### config.mk
export PLATFORM = sky130hd
export DESIGN_NAME = binary_signal_table_core
export DESIGN_NICKNAME = d
export VERILOG_FILES = /design/src/sv/bst_pkg.sv /design/src/sv/bst_entry_mem.sv /design/src/sv/bst_use_map.sv /design/src/sv/binary_signal_table_core.sv
export VERILOG_INCLUDE_DIRS = /design/src /design/src/sv
export SDC_FILE = /design/constraint.sdc
export NUM_CORES = 2
export LEC_CHECK = 0
export BUFFER_PORTS_ARGS = -buffer_cell sky130_fd_sc_hd__buf_2
export CAP_MARGIN = 40
export CORE_UTILIZATION = 63
export DETAILED_ROUTE_END_ITERATION = 7
export GPL_TIMING_DRIVEN = 0
export PLACE_DENSITY_LB_ADDON = 0.15
export SLEW_MARGIN = 20
export SYNTH_ARGS = -nofsm -noshare
export SYNTH_HDL_FRONTEND = slang
export SYNTH_SLANG_ARGS = --single-unit
### constraint.sdc
create_clock -name clk -period 9.1 [get_ports clk]
set_input_delay 1.365 -clock clk [delete_from_list [all_inputs] [get_ports clk]]
set_output_delay 1.365 -clock clk [all_outputs]
set_load 0.005 [all_outputs]
### src/sv/assert_macros.svh
// Assertion macros shared by the binary signal table RTL.
// Each macro samples on clk and is disabled while rst is high.
`ifndef ASSERT_MACROS_SVH
`define ASSERT_MACROS_SVH

// The consequent must hold in the same cycle as the antecedent.
`define BST_ASSERT_SAME(label, ante, cons, msg) \
  label: assert property (@(posedge clk) disable iff (rst) (ante) |-> (cons)) \
    else $error(msg);

// The consequent must hold in the cycle after the antecedent.
`define BST_ASSERT_NEXT(label, ante, cons, msg) \
  label: assert property (@(posedge clk) disable iff (rst) (ante) |=> (cons)) \
    else $error(msg);

`endif

### src/sv/bst_pkg.sv
// Package for the binary signal table: operation and status codes,
// controller states and the control structs between the table modules. No dependencies.
`default_nettype none

package bst_pkg;

  localparam logic [1:0] OP_ALLOC  = 2'd0;
  localparam logic [1:0] OP_FREE   = 2'd1;
  localparam logic [1:0] OP_WAIT   = 2'd2;
  localparam logic [1:0] OP_SIGNAL = 2'd3;

  localparam logic [1:0] STAT_OK      = 2'd0;
  localparam logic [1:0] STAT_ERROR   = 2'd1;
  localparam logic [1:0] STAT_BLOCKED = 2'd2;

  typedef enum logic {
    S_IDLE,
    S_EXEC
  } state_t;

  typedef struct packed {
    logic take;
    logic drop;
  } use_cmd_t;

  typedef struct packed {
    logic table_full;
    logic in_use;
  } use_stat_t;

endpackage

`default_nettype wire

### src/sv/bst_entry_mem.sv
// Synchronous single-port-write, single-port-read memory with registered read data.
// Holds the per-entry value, waiter flag and waiter process. No dependencies.
`default_nettype none

module bst_entry_mem #(
  parameter int DEPTH = 128,
  parameter int WIDTH = 10
) (
  input  wire logic                     clk,
  input  wire logic                     rd_en,
  input  wire logic [$clog2(DEPTH)-1:0] rd_addr,
  output logic      [WIDTH-1:0]         rd_data,
  input  wire logic                     wr_en,
  input  wire logic [$clog2(DEPTH)-1:0] wr_addr,
  input  wire logic [WIDTH-1:0]         wr_data
);

  logic [WIDTH-1:0] mem [DEPTH];

  always_ff @(posedge clk) begin
    if (wr_en) begin
      mem[wr_addr] <= wr_data;
    end
  end

  always_ff @(posedge clk) begin
    if (rd_en) begin
      rd_data <= mem[rd_addr];
    end
  end

endmodule

`default_nettype wire

### src/sv/bst_use_map.sv
// In-use map of the binary signal table: a row memory of in-use bits, per-row valid
// and full flags, and the lowest-free-entry search. Depends on bst_pkg.
`default_nettype none

module bst_use_map #(
  parameter int TABLE_ENTRIES = 128
) (
  input  wire logic                             clk,
  input  wire logic                             rst,
  input  wire logic                             rd_en,
  input  wire logic                             rd_alloc,
  input  wire logic [$clog2(TABLE_ENTRIES)-1:0] rd_id,
  input  wire bst_pkg::use_cmd_t                cmd,
  output bst_pkg::use_stat_t                    stat,
  output logic      [$clog2(TABLE_ENTRIES)-1:0] alloc_id
);

  localparam int AW     = $clog2(TABLE_ENTRIES);
  localparam int COL_W  = (AW < 5) ? AW : 5;
  localparam int ROW_W  = 1 << COL_W;
  localparam int ROWS   = (TABLE_ENTRIES + ROW_W - 1) / ROW_W;
  localparam int ROW_AW = (ROWS > 1) ? $clog2(ROWS) : 1;
  localparam int IXW    = ROW_AW + COL_W + 1;

  logic [ROW_W-1:0]  row_mem [ROWS];
  logic [ROW_W-1:0]  rd_word;
  logic [ROWS-1:0]   row_valid;
  logic [ROWS-1:0]   full;
  logic [ROW_AW-1:0] row;
  logic [COL_W-1:0]  col;
  logic              all_full;
  logic [ROW_AW-1:0] pick_row;
  logic [ROW_AW-1:0] rd_row;
  logic [ROW_W-1:0]  word;
  logic [ROW_W-1:0]  tail_mask;
  logic [ROW_W-1:0]  eff;
  logic [ROW_W-1:0]  take_bit;
  logic [COL_W-1:0]  free_col;
  logic [IXW-1:0]    ix;

  always_comb begin
    pick_row = '0;
    for (int r = ROWS - 1; r >= 0; r--) begin
      if (!full[r]) begin
        pick_row = ROW_AW'(r);
      end
    end
    rd_row = rd_alloc ? pick_row : ROW_AW'(rd_id >> COL_W);
  end

  always_ff @(posedge clk) begin
    if (rd_en) begin
      rd_word  <= row_mem[rd_row];
      row      <= rd_row;
      col      <= COL_W'(rd_id);
      all_full <= &full;
    end
  end

  always_comb begin
    word = row_valid[row] ? rd_word : '0;
    ix   = '0;
    for (int c = 0; c < ROW_W; c++) begin
      ix           = {1'b0, row, COL_W'(c)};
      tail_mask[c] = (ix >= IXW'(TABLE_ENTRIES));
    end
    eff      = word | tail_mask;
    free_col = '0;
    for (int c = ROW_W - 1; c >= 0; c--) begin
      if (!eff[c]) begin
        free_col = COL_W'(c);
      end
    end
    take_bit        = ROW_W'(1) << free_col;
    alloc_id        = AW'({row, free_col});
    stat.table_full = all_full;
    stat.in_use     = word[col];
  end

  always_ff @(posedge clk) begin
    if (cmd.take) begin
      row_mem[row] <= word | take_bit;
    end else if (cmd.drop) begin
      row_mem[row] <= word & ~(ROW_W'(1) << col);
    end
  end

  always_ff @(posedge clk) begin
    if (rst) begin
      row_valid <= '0;
      full      <= '0;
    end else if (cmd.take) begin
      row_valid[row] <= 1'b1;
      full[row]      <= &(eff | take_bit);
    end else if (cmd.drop) begin
      row_valid[row] <= 1'b1;
      full[row]      <= 1'b0;
    end
  end

endmodule

`default_nettype wire

### src/sv/binary_signal_table_core.sv
// An accepted operation moves the controller from S_IDLE to S_EXEC, and done is
// registered from S_EXEC. busy is high in S_EXEC, so no new operation is taken until
// the read and the write-back of the in-use row memory and the entry memory are done.
// Reset: rst clears the controller and the per-row valid and full flags at once,
// so the table reads as empty with no clearing pass. Results cannot be stalled.
`default_nettype none

module binary_signal_table_core #(
  parameter int TABLE_ENTRIES = 128,
  parameter int PROCESS_COUNT = 256
) (
  input  wire logic                             clk,
  input  wire logic                             rst,
  input  wire logic                             start,
  output logic                                  busy,
  input  wire logic [1:0]                       operation,
  input  wire logic [$clog2(TABLE_ENTRIES)-1:0] signal_id,
  input  wire logic [$clog2(PROCESS_COUNT)-1:0] process_id,
  output logic                                  done,
  output logic      [1:0]                       status,
  output logic      [$clog2(TABLE_ENTRIES)-1:0] new_id,
  output logic                                  wake_valid,
  output logic      [$clog2(PROCESS_COUNT)-1:0] wake_process
);

`include "assert_macros.svh"

  localparam int AW       = $clog2(TABLE_ENTRIES);
  localparam int PW       = $clog2(PROCESS_COUNT);
  localparam int EW       = PW + 2;
  localparam int VAL_BIT  = PW + 1;
  localparam int WAIT_BIT = PW;

  bst_pkg::state_t    state;
  bst_pkg::state_t    state_next;
  bst_pkg::use_cmd_t  use_cmd;
  bst_pkg::use_stat_t use_stat;

  logic          accept;
  logic [1:0]    cur_op;
  logic [AW-1:0] cur_id;
  logic [PW-1:0] cur_pid;
  logic [AW-1:0] alloc_id;
  logic [EW-1:0] ent_rdata;
  logic          ent_we;
  logic [AW-1:0] ent_waddr;
  logic [EW-1:0] ent_wdata;
  logic          id_ok;
  logic          pid_ok;
  logic          live;
  logic [1:0]    status_c;
  logic [AW-1:0] new_id_c;
  logic          wake_c;
  logic [PW-1:0] wake_proc_c;

  assign accept = start && !busy;

  bst_use_map #(
    .TABLE_ENTRIES(TABLE_ENTRIES)
  ) u_use_map (
    .clk      (clk),
    .rst      (rst),
    .rd_en    (accept),
    .rd_alloc (operation == bst_pkg::OP_ALLOC),
    .rd_id    (signal_id),
    .cmd      (use_cmd),
    .stat     (use_stat),
    .alloc_id (alloc_id)
  );

  bst_entry_mem #(
    .DEPTH(TABLE_ENTRIES),
    .WIDTH(EW)
  ) u_entry_mem (
    .clk     (clk),
    .rd_en   (accept),
    .rd_addr (signal_id),
    .rd_data (ent_rdata),
    .wr_en   (ent_we),
    .wr_addr (ent_waddr),
    .wr_data (ent_wdata)
  );

  always_ff @(posedge clk) begin
    if (accept) begin
      cur_op  <= operation;
      cur_id  <= signal_id;
      cur_pid <= process_id;
    end
  end

  always_ff @(posedge clk) begin
    if (rst) begin
      state <= bst_pkg::S_IDLE;
    end else begin
      state <= state_next;
    end
  end

  always_comb begin
    state_next = state;
    busy       = 1'b0;
    case (state)
      bst_pkg::S_IDLE: begin
        if (start) begin
          state_next = bst_pkg::S_EXEC;
        end
      end
      bst_pkg::S_EXEC: begin
        busy       = 1'b1;
        state_next = bst_pkg::S_IDLE;
      end
      default: begin
        state_next = bst_pkg::S_IDLE;
      end
    endcase
  end

  always_comb begin
    id_ok       = {1'b0, cur_id} < (AW + 1)'(TABLE_ENTRIES);
    pid_ok      = {1'b0, cur_pid} < (PW + 1)'(PROCESS_COUNT);
    live        = id_ok && use_stat.in_use;
    status_c    = bst_pkg::STAT_ERROR;
    new_id_c    = '0;
    wake_c      = 1'b0;
    wake_proc_c = '0;
    use_cmd     = '0;
    ent_we      = 1'b0;
    ent_waddr   = cur_id;
    ent_wdata   = ent_rdata;
    case (cur_op)
      bst_pkg::OP_ALLOC: begin
        if (!use_stat.table_full) begin
          status_c     = bst_pkg::STAT_OK;
          new_id_c     = alloc_id;
          use_cmd.take = 1'b1;
          ent_we       = 1'b1;
          ent_waddr    = alloc_id;
          ent_wdata    = '0;
        end
      end
      bst_pkg::OP_FREE: begin
        if (live) begin
          status_c     = bst_pkg::STAT_OK;
          use_cmd.drop = 1'b1;
        end
      end
      bst_pkg::OP_WAIT: begin
        if (live && !ent_rdata[WAIT_BIT] && pid_ok) begin
          ent_we = 1'b1;
          if (ent_rdata[VAL_BIT]) begin
            status_c           = bst_pkg::STAT_OK;
            ent_wdata[VAL_BIT] = 1'b0;
          end else begin
            status_c            = bst_pkg::STAT_BLOCKED;
            ent_wdata[WAIT_BIT] = 1'b1;
            ent_wdata[PW-1:0]   = cur_pid;
          end
        end
      end
      bst_pkg::OP_SIGNAL: begin
        if (live) begin
          status_c = bst_pkg::STAT_OK;
          ent_we   = 1'b1;
          if (ent_rdata[WAIT_BIT]) begin
            wake_c              = 1'b1;
            wake_proc_c         = ent_rdata[PW-1:0];
            ent_wdata[VAL_BIT]  = 1'b0;
            ent_wdata[WAIT_BIT] = 1'b0;
          end else begin
            ent_wdata[VAL_BIT] = 1'b1;
          end
        end
      end
      default: begin
        status_c = bst_pkg::STAT_ERROR;
      end
    endcase
    if (state != bst_pkg::S_EXEC) begin
      use_cmd = '0;
      ent_we  = 1'b0;
    end
  end

  always_ff @(posedge clk) begin
    if (rst) begin
      done <= 1'b0;
    end else begin
      done <= (state == bst_pkg::S_EXEC);
    end
  end

  always_ff @(posedge clk) begin
    if (state == bst_pkg::S_EXEC) begin
      status       <= status_c;
      new_id       <= new_id_c;
      wake_valid   <= wake_c;
      wake_process <= wake_proc_c;
    end
  end

  `BST_ASSERT_NEXT(a_accept_to_exec, accept, state == bst_pkg::S_EXEC,
                   "accepted word did not enter execute")
  `BST_ASSERT_NEXT(a_exec_to_done, state == bst_pkg::S_EXEC, done && !busy,
                   "execute did not produce one result")
  `BST_ASSERT_SAME(a_wake_is_ok, done && wake_valid, status == bst_pkg::STAT_OK,
                   "wake with non-ok status")
  `BST_ASSERT_SAME(a_new_id_only_ok, done && (new_id != '0), status == bst_pkg::STAT_OK,
                   "new_id set on failure")

endmodule

`default_nettype wire

* Word level (Yosys, flattened, before mapping) *
Memories as Yosys holds them, arrays and structs flattened. A register that Yosys moved wholly into a read port is not among the register bits.
Cells that the tools add are included.

operators by class
  order comparisons = 3
  shifts and indexed selects = 2
  muxes and demuxes = 83
  bitwise operators = 9
  equal/unequal tests = 3
  reduce and logical (&&, ||, !) cells = 14

operators with widths
  cell                  number
  $mux 5                32
  $mux 32               2
  $shl 1x5->32 const A  2
  $and 32x32->32        1
  $not 32->32           1
  $or 32x32->32         1
  $reduce_and 32->1     1
  $mux 1                22
  $mux 10               2
  $mux 2                9
  $mux 4                4
  $pmux 8 s2            1
  $mux 7                2
  $pmux 2 s3            2
  $mux 9                1
  $lt 5x6->1 const B    1
  $bmux 1 s5            1
  $and 4x4->4           1
  $bwmux 4              1
  $eq 2x2->1 const B    2
  $logic_not 2->1       2
  $not 4->4             1
  $or 4x4->4            1
  $reduce_and 4->1      1
  other kinds (15)      20

storage, ports and cells
  bits in writable memories = 1,408
  memories kept = 2
  output and inout port bits = 20
  input port bits = 20
  word-level logic and storage cells = 130
  register bits after elaboration = 53

memories
  memory             depth  width  read ports  clocked after memory_dff  wr ports  line                 RTL
  u_entry_mem.mem    128    10     1           1                         1         bst_entry_mem.sv:18  logic [WIDTH-1:0] mem [DEPTH];
  u_use_map.row_mem  4      32     1           1                         1         bst_use_map.sv:25    logic [ROW_W-1:0] row_mem [ROWS];

* Depth between registers and ports, before layout *
  word-level depth = 40
  gate-level depth with buffers = 13

* By module *
A second synthesis with hierarchy kept.

second synthesis, totals
  cell total of the unflattened synthesis = 2,807
  area total of the unflattened synthesis = 59,224.3 um^2

by module, submodules not included
  module                    area each (um^2)  times used  seq. area each (um^2)  cells an instance
  bst_entry_mem             49,454.9          1           38,737.2               1,998
  bst_use_map               8,194.1           1           5,205.0                709
  binary_signal_table_core  1,575.3           1           1,091.0                100

* Least setup slack after synthesis *
No wires, ideal clock.

  kind = register -> register
  from = register cur_id[1] (netlist name)
  to = memory u_entry_mem.mem[0][8] (data pin)
  cell stages (with the launch flop) = 10
  data required time = 7.871 ns
  slack = 0.729 ns
  data arrival time = 7.142 ns
  cells stage by stage = edfxtp_1 buf_6 buf_6 mux4_2 mux4_2 nand2_1 nand2_1 nand2_2 nor2_1 a211oi_1

RTL lines
  what           line
  end, declared  bst_entry_mem.sv:18

* Final worst setup path *
  from = register u_use_map.rd_word[31] (read register of u_use_map.row_mem)
  to = memory u_entry_mem.mem[55][6] (enable)

on the way
  cells in the longest elaborated chain, start to end = 35

ends and longest elaborated chain
  what                  line                             RTL
  start, declared       bst_use_map.sv:26                logic [ROW_W-1:0] rd_word;
  $mux 32 (*)           bst_use_map.sv:61                word = row_valid[row] ? rd_word : '0;
  $mux 5 (32 in a row)  bst_use_map.sv:70                if (!eff[c]) begin
  $mux 7                binary_signal_table_core.sv:133  if (!use_stat.table_full) begin
  $mux 7                binary_signal_table_core.sv:131  case (cur_op)

Mark *: on every way between the ends. The rest lies on a longest branch, timed or not. The select of a mux whose other input is x is not followed.

==> impl_metrics.env <==
export IMPL_die_area_um2=95100
export IMPL_cellPowerDensity_nw_per_um2=218
export IMPL_drive_gt1_frac=0.291
export IMPL_final_cells=4553
export IMPL_netlist_top_cells_count="edfxtp_1 (1,488), mux4_2 (431), nand2_1 (201)"
export IMPL_syn_avg_cell_area_um2=21.0
export IMPL_min_period_over_period=0.531
export IMPL_vias_per_cell=6.79
export IMPL_rr_worst_depth=11
export IMPL_ioPinCount=40
export IMPL_fin_util=0.728
export IMPL_cts_tree="built"
export IMPL_p_switching_w=0.00318
export IMPL_worstPathRequired_ps=9580
export IMPL_synth_area_um2=59200
export IMPL_cts_setup_buffers=0
export IMPL_multi_input_area_um2=13700
export IMPL_cts_clk_slew_worst_paths_ps=70
export IMPL_port_buffers=39
export IMPL_ys_types=72
export IMPL_reg2reg_slack_ps=4270
export IMPL_ys_seq_elements=1498
export IMPL_critPathCapture="u_entry_mem.mem[55][6]"
export IMPL_finalSetupViolCount=0
export IMPL_hold_slack_ps=502
export IMPL_fin_crit_ps=4830
export IMPL_die_y_um=308
export IMPL_reg2reg_to="u_entry_mem.mem[55][6]"
export IMPL_die_w_um=308
export IMPL_syn_to_final_growth_pct=14.6
export IMPL_clockBufferDepth=3
export IMPL_route_detailed_drc=0
export IMPL_max_freq_mhz=207
export IMPL_swShare=0.215
export IMPL_regArea_um2=44900
export IMPL_async_flop_share=0
export IMPL_grt_pass1_wl_mm=210
export IMPL_p_int_w=0.0116
export IMPL_cts_hold_buf=0
export IMPL_hp_class="reg -> reg"
export IMPL_cts_repair_resized=0
export IMPL_critical_path_startpoint_type="flip-flop"
export IMPL_endpoint_kind="flip-flop"
export IMPL_syn_inst=2814
export IMPL_cts_num_sinks=1498
export IMPL_synth_most_common_cell="edfxtp_1"
export IMPL_power_frac_seq=0.525
export IMPL_fillers=5163
export IMPL_slew_headroom=0.393
export IMPL_worstMarginPinSlew_ps=904
export IMPL_power_frac_clock=0.410
export IMPL_r2r_start="u_use_map.rd_word[31]"
export IMPL_place_gp_congestion=0.956
export IMPL_synthFlopType="edfxtp_1"
export IMPL_fin_worst_skew_ps=35.4
export IMPL_start_util=0.635
export IMPL_first_pass_iters=7
export IMPL_grtUsageTotal=0.314
export IMPL_synth_area_leader_cell="edfxtp_1"
export IMPL_htreeDepth=4
export IMPL_fin_area_um2=67800
export IMPL_status="finished clean"
export IMPL_grt_setup_unrepaired="false"
export IMPL_report_final_slew_viol_count=0
export IMPL_root_buffer="clkbuf_16"
export IMPL_cap_violations=0
export IMPL_antenna_found_initial=7
export IMPL_hold_violations=0
export IMPL_drtAntennaViolNets=0
export IMPL_drt_wl_total_mm=146
export IMPL_dp_cells=4235
export IMPL_p_comb_frac=0.064
export IMPL_hpwl_mm=94.6
export IMPL_synth_warnings=0
export IMPL_seq_area_frac_synth=0.759
export IMPL_place_ws_ps=3790
export IMPL_synth_nets=2834
export IMPL_routedWlPerCell_um=32.1
export IMPL_synth_top_area_frac=0.755
export IMPL_synth_area_leaders="edfxtp_1 (76%), mux4_2 (16%), nand2_1 (1.3%)"
export IMPL_placed_area_um2=62600
export IMPL_fp_row_count=112
export IMPL_grt_max_degree=77
export IMPL_drt_iter0_drc=4476
export IMPL_overflow=0
export IMPL_cp_arrival_ps=5310
export IMPL_worst_slack_ps=4270
export IMPL_clk_latency_ps=770
export IMPL_core_um2=93200
export IMPL_nNetsFinal=3205
export IMPL_startpoint="u_use_map.rd_word[31]"
export IMPL_crit_path_max_fanout=10
export IMPL_synth_enable_flop_cells=1488
export IMPL_leakagePower_nw=21.8
export IMPL_cts_buffers=147
export IMPL_ir_worst_vdd_uv=196
export IMPL_first_global_vias=30600
export IMPL_worstSetupPathType="reg -> reg"
export IMPL_vias=30900
==> cell type report <==
cell class | instances | share of cell area
Antenna cell | 1 | 0.0000369
Buffer | 151 | 0.00995
Clock buffer | 183 | 0.0572
Clock inverter | 79 | 0.0135
Inverter | 14 | 0.000775
Multi-Input combinational cell | 1151 | 0.202
Sequential cell | 1498 | 0.662
Tap cell | 1254 | 0.0231
Timing Repair Buffer | 222 | 0.0312
==> power by group through the flow <==
| stage | clock network, W | logic, W | registers [W] |
|---|---|---|---|
| floorplan | 0 | 0.000504 | 0.00793 |
| global placement | 0 | 0.000819 | 0.00800 |
| detailed placement | 0 | 0.000939 | 0.00791 |
| CTS | 0.00613 | 0.000946 | 0.00777 |
| global route | 0.00638 | 0.000993 | 0.00777 |
| finish | 0.00607 | 0.000954 | 0.00777 |
==> registers in the layout, summed over array words and instances, names as in the netlist <==
name	flops
u_entry_mem.mem	1280
u_entry_mem.rd_data	10
u_use_map.rd_word	32
done	1
status	2
cur_op	2
u_use_map.row_valid	4
state	1
u_use_map.row_mem	128
wake_process	8
new_id	7
u_use_map.row	2
cur_pid	8
cur_id	7
u_use_map.full	4
wake_valid	1
u_use_map.all_full	1
==> metal layers <==
metal / vias up / global-route usage / routed length [µm]
li1: 12500 / - / -
met3: 285 / 0.0600 / 15000
met1: 16100 / 0.444 / 54200
met2: 2054 / 0.502 / 71900
met5: - / 0 / 49
met4: 6 / 0.109 / 4710
==> worst max-delay path, stage by stage, from the launching register on <==
cell	delay, ps
edfxtp_1	530
nor2b_1	180
o221ai_1	130
a211oi_1	710
o211a_1	370
nand3_1	200
nor2_1	340
a21o_1	190
nand2_1	490
clkbuf_2	570
nor2_1	570
buf_4	250
==> worst min-delay path by stage <==
stage	startpoint	to	slack, ps	cells past startpoint
finish	u_use_map.row_valid[3]	u_use_map.row_valid[3]	500	2
detailed placement	u_use_map.row_valid[3]	u_use_map.row_valid[3]	490	2
CTS	u_use_map.row_valid[3]	u_use_map.row_valid[3]	500	2
global placement	u_use_map.row_valid[2]	u_use_map.row_valid[2]	470	2
global route	u_use_map.row_valid[3]	u_use_map.row_valid[3]	530	2
floorplan	u_use_map.row_valid[2]	u_use_map.row_valid[2]	460	2
==> stage by stage <==
stage                     power, W  TNS (ps)
final                       0.0148         0
after global routing        0.0151         0
after CTS                   0.0148         0
after detailed placement   0.00885         0
after global placement     0.00882  -1673930
after floorplan            0.00844         0
==> kinds of logic (layout without fill, tap and decap cells) <==
group	after synthesis	count (layout)	share of synthesized area
buf+inv	165	649	0.0120
flops	1498	1498	0.759
other cells	0	1	0
compound gates	185	185	0.0219
mux	446	446	0.167
simple gates	520	520	0.0405
==> placed cells by master (no fill, tap or decap), types with 6 or more instances in the layout <==
master	Yosys	final
bufinv_16	0	18
a22oi_1	21	21
edfxtp_1	1488	1488
mux4_2	431	431
a21oi_1	31	30
dfxtp_1	10	10
nor2b_1	11	10
clkbuf_16	0	149
clkbuf_1	101	122
clkbuf_2	0	11
a21boi_0	8	6
and3_1	46	46
and2_1	12	12
buf_6	6	24
nand3_1	17	17
buf_4	0	131
and4_1	6	6
clkinv_2	0	18
inv_1	14	14
nor3_1	13	12
a31oi_1	45	45
buf_12	0	6
nor2_1	168	168
a22o_4	1	8
mux2_2	11	11
nand2b_1	8	8
inv_6	0	8
o21ai_0	15	14
buf_2	38	81
buf_16	0	19
clkinv_1	0	27
nand2_1	201	201
or3_1	6	6
Note: power is estimated with default switching activity, not from simulation.
